<file path="src/design/u8d_pkg.sv">
// shared types and constants for the utf-8 stream decoder
package u8d_pkg;

    localparam int unsigned ByteW  = 8;
    localparam int unsigned CpW    = 21;
    localparam int unsigned RemW   = 2;
    localparam int unsigned ContW  = 6;

    // lead byte patterns
    localparam logic [7:0] AsciiMask  = 8'h80;
    localparam logic [7:0] Lead2Mask  = 8'hE0;
    localparam logic [7:0] Lead2Code  = 8'hC0;
    localparam logic [7:0] Lead3Mask  = 8'hF0;
    localparam logic [7:0] Lead3Code  = 8'hE0;
    localparam logic [7:0] Lead4Mask  = 8'hF8;
    localparam logic [7:0] Lead4Code  = 8'hF0;
    localparam logic [7:0] PayloadTop = 8'h7F;
    localparam logic [7:0] ContMask   = 8'h3F;

    // bytes still expected after a lead byte
    localparam logic [RemW-1:0] RemNone = 2'd0;
    localparam logic [RemW-1:0] RemOne  = 2'd1;
    localparam logic [RemW-1:0] RemTwo  = 2'd2;
    localparam logic [RemW-1:0] RemThree = 2'd3;

    typedef struct packed {
        logic [RemW-1:0] bytes_remaining;
        logic [CpW-1:0]  partial_value;
    } t_dec_state;

    typedef struct packed {
        logic [ByteW-1:0] data_byte;
        logic             end_of_input;
    } t_in_item;

    typedef struct packed {
        logic [CpW-1:0] code_point;
        logic           truncated;
    } t_out_item;

    typedef struct packed {
        logic       emit;
        t_out_item  item;
        t_dec_state next_state;
    } t_step_res;

endpackage

</file>
<file path="src/design/u8d_if.sv">
// valid/ready channel interfaces for bytes in and code points out
interface u8d_byte_if;
    logic                         valid;
    logic                         ready;
    logic [u8d_pkg::ByteW-1:0]    data_byte;
    logic                         end_of_input;

    modport source (output valid, output data_byte, output end_of_input, input ready);
    modport sink   (input valid, input data_byte, input end_of_input, output ready);
endinterface

interface u8d_cp_if;
    logic                         valid;
    logic                         ready;
    logic [u8d_pkg::CpW-1:0]      code_point;
    logic                         truncated;

    modport source (output valid, output code_point, output truncated, input ready);
    modport sink   (input valid, input code_point, input truncated, output ready);
endinterface

</file>
<file path="src/design/u8d_step.sv">
// one-byte decode step: current state and byte in, next state and result out
module u8d_step (
    input  u8d_pkg::t_dec_state i_state,
    input  u8d_pkg::t_in_item   i_item,
    output u8d_pkg::t_step_res  o_res
);

    logic [7:0]                  b;
    logic [u8d_pkg::CpW-1:0]     shifted;
    logic [u8d_pkg::RemW-1:0]    rem_dec;
    logic [u8d_pkg::RemW-1:0]    lead_rem;
    logic [7:0]                  lead_mask;

    assign b       = i_item.data_byte;
    assign shifted = {i_state.partial_value[u8d_pkg::CpW-u8d_pkg::ContW-1:0],
                      b[u8d_pkg::ContW-1:0] & u8d_pkg::ContMask[u8d_pkg::ContW-1:0]};
    assign rem_dec = i_state.bytes_remaining - u8d_pkg::RemOne;

    // lead byte classification, zero remaining means single byte
    always_comb begin
        lead_rem  = u8d_pkg::RemNone;
        lead_mask = u8d_pkg::PayloadTop;
        if ((b & u8d_pkg::AsciiMask) == 8'h00) begin
            lead_rem = u8d_pkg::RemNone;
        end else if ((b & u8d_pkg::Lead2Mask) == u8d_pkg::Lead2Code) begin
            lead_rem  = u8d_pkg::RemOne;
            lead_mask = u8d_pkg::PayloadTop >> 2;
        end else if ((b & u8d_pkg::Lead3Mask) == u8d_pkg::Lead3Code) begin
            lead_rem  = u8d_pkg::RemTwo;
            lead_mask = u8d_pkg::PayloadTop >> 3;
        end else if ((b & u8d_pkg::Lead4Mask) == u8d_pkg::Lead4Code) begin
            lead_rem  = u8d_pkg::RemThree;
            lead_mask = u8d_pkg::PayloadTop >> 4;
        end
    end

    always_comb begin
        o_res.emit            = 1'b0;
        o_res.item.code_point = '0;
        o_res.item.truncated  = 1'b0;
        o_res.next_state      = i_state;
        if (i_state.bytes_remaining == u8d_pkg::RemNone) begin
            if (lead_rem == u8d_pkg::RemNone) begin
                // ascii or invalid lead, pass the raw byte
                o_res.emit            = 1'b1;
                o_res.item.code_point = {{(u8d_pkg::CpW-8){1'b0}}, b};
            end else if (i_item.end_of_input) begin
                o_res.emit            = 1'b1;
                o_res.item.code_point = {{(u8d_pkg::CpW-8){1'b0}}, b & lead_mask};
                o_res.item.truncated  = 1'b1;
                o_res.next_state      = '0;
            end else begin
                o_res.next_state.bytes_remaining = lead_rem;
                o_res.next_state.partial_value   =
                    {{(u8d_pkg::CpW-8){1'b0}}, b & lead_mask};
            end
        end else begin
            if (rem_dec == u8d_pkg::RemNone) begin
                o_res.emit            = 1'b1;
                o_res.item.code_point = shifted;
                o_res.next_state      = '0;
            end else if (i_item.end_of_input) begin
                o_res.emit            = 1'b1;
                o_res.item.code_point = shifted;
                o_res.item.truncated  = 1'b1;
                o_res.next_state      = '0;
            end else begin
                o_res.next_state.bytes_remaining = rem_dec;
                o_res.next_state.partial_value   = shifted;
            end
        end
    end

endmodule

</file>
<file path="src/design/utf8_stream_decoder.sv">
// top level of the utf-8 stream decoder: input register, decode step, result register
// path from byte accepted to code point shown: input register, then result register
// throughput: one byte per cycle unless the receiver stalls; the decode step is combinational
// a byte that closes no sequence produces no item and frees its slot in the same cycle
// reset: synchronous active-low i_rst_n clears both valid flags and the sequence state
module utf8_stream_decoder (
    input  logic          i_clk,
    input  logic          i_rst_n,
    u8d_byte_if.sink      i_byte,
    u8d_cp_if.source      o_cp
);

    // input register
    logic                r_in_valid;
    u8d_pkg::t_in_item   r_in;

    // decoder state (open sequence)
    u8d_pkg::t_dec_state r_state;

    // result register
    logic                r_out_valid;
    u8d_pkg::t_out_item  r_out;

    u8d_pkg::t_in_item   n_in;
    u8d_pkg::t_step_res  step_res;
    logic                out_free;
    logic                advance;
    logic                in_take;

    assign n_in.data_byte    = i_byte.data_byte;
    assign n_in.end_of_input = i_byte.end_of_input;

    u8d_step u_step (
        .i_state (r_state),
        .i_item  (r_in),
        .o_res   (step_res)
    );

    // the result slot is free if empty or being taken this cycle
    assign out_free = !r_out_valid || o_cp.ready;
    // the held byte moves on when its result has a place or it makes no result
    assign advance  = r_in_valid && (out_free || !step_res.emit);
    // a new byte enters when the input register empties or moves on
    assign i_byte.ready = !r_in_valid || advance;
    assign in_take      = i_byte.valid && i_byte.ready;

    always_ff @(posedge i_clk) begin
        if (!i_rst_n) begin
            r_in_valid <= 1'b0;
        end else if (i_byte.ready) begin
            r_in_valid <= i_byte.valid;
        end
    end

    always_ff @(posedge i_clk) begin
        if (in_take) begin
            r_in <= n_in;
        end
    end

    // sequence state only moves when a byte is consumed
    always_ff @(posedge i_clk) begin
        if (!i_rst_n) begin
            r_state <= '0;
        end else if (advance) begin
            r_state <= step_res.next_state;
        end
    end

    always_ff @(posedge i_clk) begin
        if (!i_rst_n) begin
            r_out_valid <= 1'b0;
        end else if (advance && step_res.emit) begin
            r_out_valid <= 1'b1;
        end else if (o_cp.ready) begin
            r_out_valid <= 1'b0;
        end
    end

    always_ff @(posedge i_clk) begin
        if (advance && step_res.emit) begin
            r_out <= step_res.item;
        end
    end

    assign o_cp.valid      = r_out_valid;
    assign o_cp.code_point = r_out.code_point;
    assign o_cp.truncated  = r_out.truncated;

endmodule

</file>
<file path="src/flat_wrapper.sv">
// flat-port wrapper written by rule: the top's interface ports become plain ports
module utf8_stream_decoder_flat 
  (i_clk, i_rst_n, i_byte_valid, i_byte_data_byte, i_byte_end_of_input, i_byte_ready, o_cp_valid, o_cp_code_point, o_cp_truncated, o_cp_ready);
  u8d_byte_if i_byte_i ();
  u8d_cp_if o_cp_i ();
  input  logic i_clk;
  input  logic i_rst_n;
  input wire logic [$bits(i_byte_i.valid)-1:0] i_byte_valid;
  input wire logic [$bits(i_byte_i.data_byte)-1:0] i_byte_data_byte;
  input wire logic [$bits(i_byte_i.end_of_input)-1:0] i_byte_end_of_input;
  output wire logic [$bits(i_byte_i.ready)-1:0] i_byte_ready;
  output wire logic [$bits(o_cp_i.valid)-1:0] o_cp_valid;
  output wire logic [$bits(o_cp_i.code_point)-1:0] o_cp_code_point;
  output wire logic [$bits(o_cp_i.truncated)-1:0] o_cp_truncated;
  input wire logic [$bits(o_cp_i.ready)-1:0] o_cp_ready;
  assign i_byte_i.valid = i_byte_valid;
  assign i_byte_i.data_byte = i_byte_data_byte;
  assign i_byte_i.end_of_input = i_byte_end_of_input;
  assign i_byte_ready = i_byte_i.ready;
  assign o_cp_valid = o_cp_i.valid;
  assign o_cp_code_point = o_cp_i.code_point;
  assign o_cp_truncated = o_cp_i.truncated;
  assign o_cp_i.ready = o_cp_ready;
  utf8_stream_decoder u_core (.i_clk(i_clk), .i_rst_n(i_rst_n), .i_byte(i_byte_i), .o_cp(o_cp_i));
endmodule
</file>
<file path="config.mk">
export PLATFORM = sky130hd
export DESIGN_NAME = utf8_stream_decoder_flat
export DESIGN_NICKNAME = d
export VERILOG_FILES = /design/src/design/u8d_pkg.sv /design/src/design/u8d_if.sv /design/src/design/u8d_step.sv /design/src/design/utf8_stream_decoder.sv /design/src/flat_wrapper.sv
export SDC_FILE = /design/constraint.sdc
export NUM_CORES = 1
export LEC_CHECK = 0
export BUFFER_PORTS_ARGS = -buffer_cell sky130_fd_sc_hd__buf_2
export CORE_MARGIN = 2
export CORE_UTILIZATION = 59
export DETAILED_ROUTE_END_ITERATION = 10
export PLACE_DENSITY = 0.81
export SYNTH_ARGS = -nofsm -noshare
export SYNTH_HDL_FRONTEND = slang
export SYNTH_SLANG_ARGS = --single-unit
</file>
<file path="constraint.sdc">
create_clock -name i_clk -period 7.31 [get_ports i_clk]
set_input_delay 0.731 -clock i_clk [delete_from_list [all_inputs] [get_ports i_clk]]
set_output_delay 0.731 -clock i_clk [all_outputs]
set_load 0.1 [all_outputs]
</file>
==> results of run 1 <==
[registers in the layout, summed over array words and instances (netlist names)]
register	count
u_core.o_cp.code_point	21
u_core.r_in	9
u_core.o_cp.valid	1
u_core.o_cp.truncated	1
u_core.r_state	17
u_core.r_in_valid	1
[cells by family after synthesis]
kind of cell	count (synthesis)	synth area share
buf+inv	18	0.0512
compound gates	50	0.167
simple gates	61	0.173
fa+ha+maj	2	0.0114
flops	50	0.597
[path summary, 6_finish.rpt]
| check | slack [ns] | endpoint | cells after the start | from |
|---|---|---|---|---|
| max | 4.17 | i_byte_ready | 6 | u_core.r_state[21] |
| min | 0.47 | u_core.r_state[10] | 2 | u_core.r_state[10] |
| max reg2reg | 4.48 | u_core.o_cp.code_point[7] | 6 | u_core.r_state[21] |
| min reg2reg | 0.47 | u_core.r_state[10] | 2 | u_core.r_state[10] |
[layout make-up]
cell class                 count  area, sq um
fill                         286         1170
inverter                       7         26.3
sequential                    50         1310
timing repair buffer          36          180
clock buffer                   6         72.6
tap                           48         60.1
multi-input combinational    113          776
clock inverter                 2         36.3
[power groups by stage]
stage / registers, mW / logic (mW) / clock network, mW
3_5_place_dp: 0.327 / 0.102 / 0
2_1_floorplan: 0.373 / 0.0422 / 0
6_report: 0.321 / 0.102 / 0.192
5_1_grt: 0.322 / 0.107 / 0.201
4_1_cts: 0.320 / 0.102 / 0.192
3_3_place_gp: 0.326 / 0.0995 / 0
[routing by layer]
metal  GRT usage  routed length [um]  vias up
met1       0.242                1650      742
met2       0.376                2040       54
met3      0.0469                 220       13
li1            -                   -      734
met4       0.115                 133        0
met5           0                   0        -
[Yosys cell counts (all sizes together)]
| master | count |
|---|---|
| edfxtp | 31 |
| a21oi | 19 |
| dfxtp | 19 |
| and2 | 17 |
| o21ai | 13 |
| buf | 10 |
| nand4 | 10 |
| nand3 | 9 |
| inv | 7 |
| nand2 | 6 |
| nor2 | 6 |
| nand2b | 4 |
| o22ai | 4 |
| a211oi | 3 |
| nor2b | 3 |
| a22o | 2 |
| a31oi | 2 |
| ha | 2 |
| a2111oi | 1 |
| a22oi | 1 |
| a41oi | 1 |
| and3 | 1 |
| and3b | 1 |
| clkbuf | 1 |
| nand4b | 1 |
| nor3 | 1 |
| o211a | 1 |
| o211ai | 1 |
| o311a | 1 |
| o32ai | 1 |
| or2 | 1 |
| or3 | 1 |
[per-stage QoR]
step | hold slack, ns | setup WS [ns]
after floorplan | 0.445 | 4.57
after global placement | 0.459 | 4.59
after detailed placement | 0.462 | 4.46
after CTS | 0.475 | 4.18
after global routing | 0.508 | 4.01
final | 0.473 | 4.17
[critical path, cell delays in order, from the launching register on]
cell and delay (ns):
dfxtp_1 0.34, inv_1 0.07, ha_1 0.35, nor3_4 0.47, a41oi_2 0.21, nand3_1 0.21, buf_2 0.44
==> flow_summary.toml, run 1 <==
[timing]
period_needed_ns = 3.14
fin_crit_sh = 0.430
max_freq_mhz = 318
rsz0062_at_grt = "false"
clock_skew_ns = 0.0122
worst-slew-pin-transition_ns = 1.07
tns_ns = 0
setup_viol = 0
hold_violations = 0
slew_viol_final = 0
slew_headroom = 0.286

[synthesis]
synth.ff_latch_count = 50
ys_seq_area_frac = 0.597
netlist_area_sq_um = 2200
synth_top_area_cell = "edfxtp_1"
synthCells = 181
yosysWarnings = 0
yosys.cell_types.count = 46
syn-num-nets = 196
syn_area_per_cell_sq_um = 12.1
ys_top_cells_by_area = "edfxtp_1 (42%), dfxtp_1 (17%), and2_1 (4.8%)"
synth_top_area_share = 0.424

[critical_path]
critical_path_peak_fanout = 14
crit_required_ns = 6.58
worst_ep_arrival_time_ns = 2.41
worstSetupPathType = "reg2out"
setup.worst_path.start_class = "register"
crit_path_end_kind = "primary output"

[power_and_ir_drop]
cellInternalPower_uw = 434
switching_power_uw = 181
power_frac_seq = 0.522
comb_power_share = 0.166
ir_worst_vdd_mv = 0.146
pwr-share-clk = 0.313
pwr_density_cell_nw_per_um2 = 250
swShare = 0.294
total_leakage_power_nw = 0.883
total_power_uw = 615

[place]
dp_cells = 254
io_buffer_count = 36
dpl.hpwl_um = 2830
place.gp.congestion = 0.984
place_area_sq_um = 2350

[layout]
final_cell_area_sq_um = 2460
final_nets = 228
layout.cells.non_filler = 262
drive_gt1_frac = 0.285
final_common_cell = "buf_2"
area_delta_synth_final_pct = 12.1
utilization = 0.678
diodes = 0
most-common-layout-cells = "buf_2 (36), edfxtp_1 (31), dfxtp_1 (19)"

[die]
start_util = 0.605
chipWidth_um = 65.0
ios = 37
num_rows = 22
die-area_sq_um = 4230
die_y_um = 65.0
core_sq_um = 3630

[clock_tree]
path_clk_slew_ns = 0.09
clockBufferDepth = 2
cts_max_level = 2
post_cts_buffers = 0
hold_buffers = 0
clock_sinks = 50
cts_tree = "yes"
root_buffer = "clkbuf_8"
worstSkewPairLatency_ns = 0.31
post_cts_resized = 0
numCtsBuffers = 5

[detailed_routing]
postRouteWirelength_um = 4040
ant_nets = 0
vias = 1543
drt_iter0_drc = 84
vias_per_cell = 5.89
drc = 0
routedWlPerCell_um = 15.4
drt-pass1-iter-count = 6

[global_route]
grt_overflow = 0
grt_first_pass_wirelength_um = 6780
grt_antenna_before_repair = 0
first_global_vias = 1506
grt_util_all_layers = 0.214
grt_max_degree = 23

[job]
cap_violations = 0

[min_path]
hold_class = "reg2reg"

[outcome]
status = "completed"
(Power assumes the default switching activity.)
==> run 2, diff against run 1 <==
- ABC_AREA: default -> 1
- CORE_UTILIZATION: 59 -> 54
- PLACE_DENSITY: 0.81 -> 0.76
- clock period: 7.31 -> 3 ns (I/O delays scaled with it)
==> run 2 against run 1 <==
  * Die area up 2.0%
  * Highest routed layer unchanged
  * Design area shrank 2.7%
  * Worst setup slack got worse by 3.4 ns
  * Utilization decreased by 2.3 points
  * Clock-buffer cell count stayed put
  * Synthesized cell count is 19% higher
  * Clock skew is 0.0026 ns lower
  * Largest power group unchanged
  * Critical endpoint unchanged
  * Wire length shrank 13%
==> flow_summary.toml, run 2 <==
[detailed_routing]
vias_per_cell = 4.93
vias = 1505
dr_wl_met3_um = 194
top_layer = "met4"
drc = 0
drt_iter0_drc = 61
drt-pass1-iter-count = 4
met2WireLength_um = 1620
ant_nets = 0
postRouteWirelength_um = 3510
routedWlPerCell_um = 11.5
wl_met1_um = 1640

[synthesis]
synth.ff_latch_count = 50
synth_edf_count = 31
syn_area_per_cell_sq_um = 9.56
synth.most_common_cell = "nand2_1"
synth_top_area_cell = "edfxtp_1"
async_reset_ff_frac = 0
yosys.cell_types.count = 24
synth_ff_type = "edfxtp_1"
ys_top_cells_by_area = "edfxtp_1 (45%), dfxtp_1 (19%), nand2_1 (8.0%)"
synthCells = 215
netlist_area_sq_um = 2050
yosysWarnings = 0
yosys-top-cells-count = "nand2_1 (44), inv_1 (32), edfxtp_1 (31)"
ys_seq_area_frac = 0.638
syn-num-nets = 230
synth_top_area_share = 0.453

[layout]
final_common_cell = "nand2_1"
utilization = 0.654
largest_reg_flops = 21
drive_gt1_frac = 0.206
final_nets = 271
area_delta_synth_final_pct = 16.6
most-common-layout-cells = "nand2_1 (44), buf_2 (36), inv_1 (32)"
fillers = 306
diodes = 0

[critical_path]
cpPeakStageDelay_ns = 0.44
worstSetupPathType = "reg2out"
setup.worst_path.start_class = "register"
crit_path_end_kind = "primary output"
cp_top_family = "buffers and inverters"
crit_required_ns = 2.70
crit_path_cell_trace = "inv_1 -> ha_1 -> buf_4 -> nand2_2 -> nand2_1 -> nand3_1 -> buf_2"
critical_path_peak_fanout = 19
worst_ep_arrival_time_ns = 1.92
cp.buffers_inverters = 3
reg2reg_setup_slack_ns = 1.14
cpMaxStageDelayCell = "buf_2"

[clock_tree]
path_clk_slew_ns = 0.08
numCtsBuffers = 5
cts_max_level = 2
clockBufferDepth = 2
hold_buffers = 0
root_buffer = "clkbuf_8"
post_cts_buffers = 0
post_cts_resized = 0
cts_tree = "yes"
worstSkewPairLatency_ns = 0.31
clock_sinks = 50

[die]
start_util = 0.561
core_sq_um = 3660
die-area_sq_um = 4310
die_y_um = 65.7
ios = 37
chipWidth_um = 65.7
num_rows = 22

[power_and_ir_drop]
pwr_density_cell_nw_per_um2 = 630
total_power_mw = 1.51
total_leakage_power_nw = 1.07
ir_worst_vdd_mv = 0.344

[timing]
fin_crit_sh = 0.740
rsz0062_at_grt = "false"
max_freq_mhz = 451
setup_slack_ns = 0.780
slew_headroom = 0.678
hold_violations = 0
period_needed_ns = 2.22
setup_viol = 0
clock_skew_ns = 0.00959
tns_ns = 0
slew_viol_final = 0
worst-slew-pin-transition_ns = 0.487

[global_route]
grt_max_degree = 23
grt_antenna_before_repair = 0
grt_util_all_layers = 0.185
grt_first_pass_wirelength_um = 5880
grt_overflow = 0
first_global_vias = 1344

[outcome]
status = "completed"

[place]
dpl.hpwl_um = 2400
io_buffer_count = 36
place.gp.congestion = 0.797
dp_slack_ns = 1.11

[min_path]
hold_class = "in2reg"

[job]
cap_violations = 0
[run 2: cell count changes in the layout (fill, tap and decap cells not counted), sizes merged, moves of 5 or more]
cell   before  now
nand2       6   45
inv         8   34
nor2        6   29
and2       17    0
nor3        1   13
o21ai      13    3
nand4      10    2
buf        36   41
[run 2: final cells by class]
class | count | area (sq um) | share of cell area
inverters | 34 | 128 | 0.0533
multi-input cells | 124 | 569 | 0.238
clock inverters | 2 | 37.5 | 0.0157
flip-flops and latches | 50 | 1310 | 0.547
well taps | 48 | 60.1 | 0.0251
repair buffers | 41 | 218 | 0.0909
clock buffers | 6 | 72.6 | 0.0303
[run 2: kinds of logic (layout without fill, tap and decap cells)]
logic type / count (synthesis) / after routing / synth area share
compound gates: 25 / 25 / 0.0706
simple gates: 97 / 97 / 0.194
buf+inv: 41 / 83 / 0.0847
fa+ha+maj: 2 / 2 / 0.0122
flops: 50 / 50 / 0.638
[run 2: per-layer routing]
layer,up-vias,global-route usage
met5,-,0
met4,0,0.0703
met3,6,0.0565
met2,39,0.285
met1,682,0.246
li1,778,-
[run 2: worst paths after layout]
kind	from	end	cells past startpoint
setup reg to reg	u_core.r_state[21]	u_core.o_cp.code_point[10]	8
setup / recovery	u_core.r_state[21]	i_byte_ready	7
hold reg to reg	u_core.r_state[6]	u_core.r_state[12]	2
hold / removal	i_byte_data_byte[7]	u_core.r_in[8]	1
[run 2: stage by stage]
step / cell area (sq um) / hold WS [ns] / cells
CTS: 2400 / 0.158 / 305
floorplan: 2050 / 0.399 / 215
global placement: 2290 / 0.455 / 297
detailed placement: 2290 / 0.459 / 297
global route: 2400 / 0.149 / 305
finish: 2400 / 0.166 / 305
[run 2: where the power goes]
| part | switching [mW] | internal (mW) | total, mW |
|---|---|---|---|
| Sequential | 0.0142 | 0.769 | 0.784 |
| Combinational | 0.208 | 0.0505 | 0.259 |
| Clock | 0.218 | 0.249 | 0.467 |
| Total | 0.441 | 1.07 | 1.51 |
==> run 3, diff against run 2 <==
- clock period: 3 -> 2.1 ns (I/O delays scaled with it)
==> run 3 against run 2 <==
  * Wire length grew 3.8%
  * Combinational power grew 47%
  * Clock skew grew 0.00074 ns
==> flow_summary.toml, run 3 (synthesis results as in run 2) <==
[outcome]
status = "completed"

[global_route]
first_global_vias = 1364
grt_util_all_layers = 0.192
grt_antenna_before_repair = 0
grt_max_degree = 18
grt_first_pass_wirelength_um = 6040
grt_overflow = 0

[critical_path]
crit_required_ns = 1.89
critical_path_peak_fanout = 4
worstSetupPathType = "reg2out"
setup.worst_path.start_class = "register"
worst_ep_arrival_time_ns = 1.64
crit_path_end_kind = "primary output"

[detailed_routing]
drt-pass1-iter-count = 4
drc = 0
vias = 1549
postRouteWirelength_um = 3640
drt_iter0_drc = 103
ant_nets = 0
routedWlPerCell_um = 11.8
vias_per_cell = 5.03

[layout]
largest_reg_flops = 21
most-common-layout-cells = "nand2_1 (44), buf_2 (35), inv_1 (32)"
utilization = 0.667
final_nets = 274
area_delta_synth_final_pct = 18.9
diodes = 0
final_common_cell = "nand2_1"
drive_gt1_frac = 0.227

[clock_tree]
cts_tree = "yes"
post_cts_resized = 0
cts_max_level = 2
clock_sinks = 50
clockBufferDepth = 2
root_buffer = "clkbuf_8"
worstSkewPairLatency_ns = 0.31
path_clk_slew_ns = 0.08
post_cts_buffers = 0
numCtsBuffers = 5
hold_buffers = 0

[timing]
fin_crit_sh = 0.883
setup_viol = 0
tns_ns = 0
slew_viol_final = 0
hold_violations = 0
worst-slew-pin-transition_ns = 0.501
clock_skew_ns = 0.0103
period_needed_ns = 1.85
max_freq_mhz = 539
slew_headroom = 0.668
rsz0062_at_grt = "false"

[min_path]
hold_class = "in2reg"

[power_and_ir_drop]
swShare = 0.293
pwr_density_cell_nw_per_um2 = 887
total_leakage_power_nw = 1.10
switching_power_uw = 635
ir_worst_vdd_mv = 0.492
pwr-share-clk = 0.309
power_frac_seq = 0.516
cellInternalPower_mw = 1.53
comb_power_share = 0.175
total_power_mw = 2.17

[die]
core_sq_um = 3660
die_y_um = 65.7
start_util = 0.561
die-area_sq_um = 4310
chipWidth_um = 65.7
ios = 37
num_rows = 22

[place]
place.gp.congestion = 0.903
dpl.hpwl_um = 2560
io_buffer_count = 36

[job]
cap_violations = 0
## run 3: power groups by stage
stage	Sequential (mW)	Clock, mW	Combinational (mW)
2_1_floorplan	1.31	0	0.136
3_3_place_gp	1.14	0	0.376
3_5_place_dp	1.14	0	0.380
4_1_cts	1.12	0.685	0.382
5_1_grt	1.12	0.724	0.410
6_report	1.12	0.669	0.380
## run 3: path summary, 6_finish.rpt
kind	startpoint	end	slack, ns	cells past startpoint
hold reg to reg	u_core.r_state[1]	u_core.r_state[1]	0.48	2
setup reg to reg	u_core.r_state[21]	u_core.r_in[4]	0.29	8
hold / removal	i_byte_end_of_input	u_core.r_in[0]	0.08	1
setup / recovery	u_core.r_state[21]	i_byte_ready	0.25	7
## run 3: stage by stage
step	instances	worst slack (ns)	hold WS, ns	cell area (sq um)
2_1_floorplan	215	0.0268	0.309	2060
3_3_place_gp	300	0.358	0.387	2330
3_5_place_dp	300	0.295	0.388	2330
4_1_cts	308	0.236	0.0711	2440
5_1_grt	308	0.0963	0.0611	2440
6_report	308	0.245	0.0807	2440
## run 3: area by class of cell
| cell class | count | area, sq um |
|---|---|---|
| clock buffer | 5 | 68.8 |
| clock inverter | 3 | 45.0 |
| fill | 294 | 1220 |
| inverter | 34 | 128 |
| multi-input combinational | 124 | 574 |
| sequential | 50 | 1310 |
| tap | 48 | 60.1 |
| timing repair buffer | 44 | 255 |
## run 3: worst max-delay path, stage by stage, from the launching register on
cell	delay (ns)
dfxtp_1	0.32
inv_1	0.08
ha_1	0.22
inv_2	0.05
a21oi_1	0.20
nand2_1	0.16
nand3_2	0.13
buf_12	0.18
## run 3: layer usage
layer | GRT usage | up-vias | wire [um]
met4 | 0.0781 | 0 | 61
li1 | - | 780 | -
met2 | 0.321 | 36 | 1840
met5 | 0 | - | 0
met3 | 0.0514 | 6 | 159
met1 | 0.234 | 727 | 1580
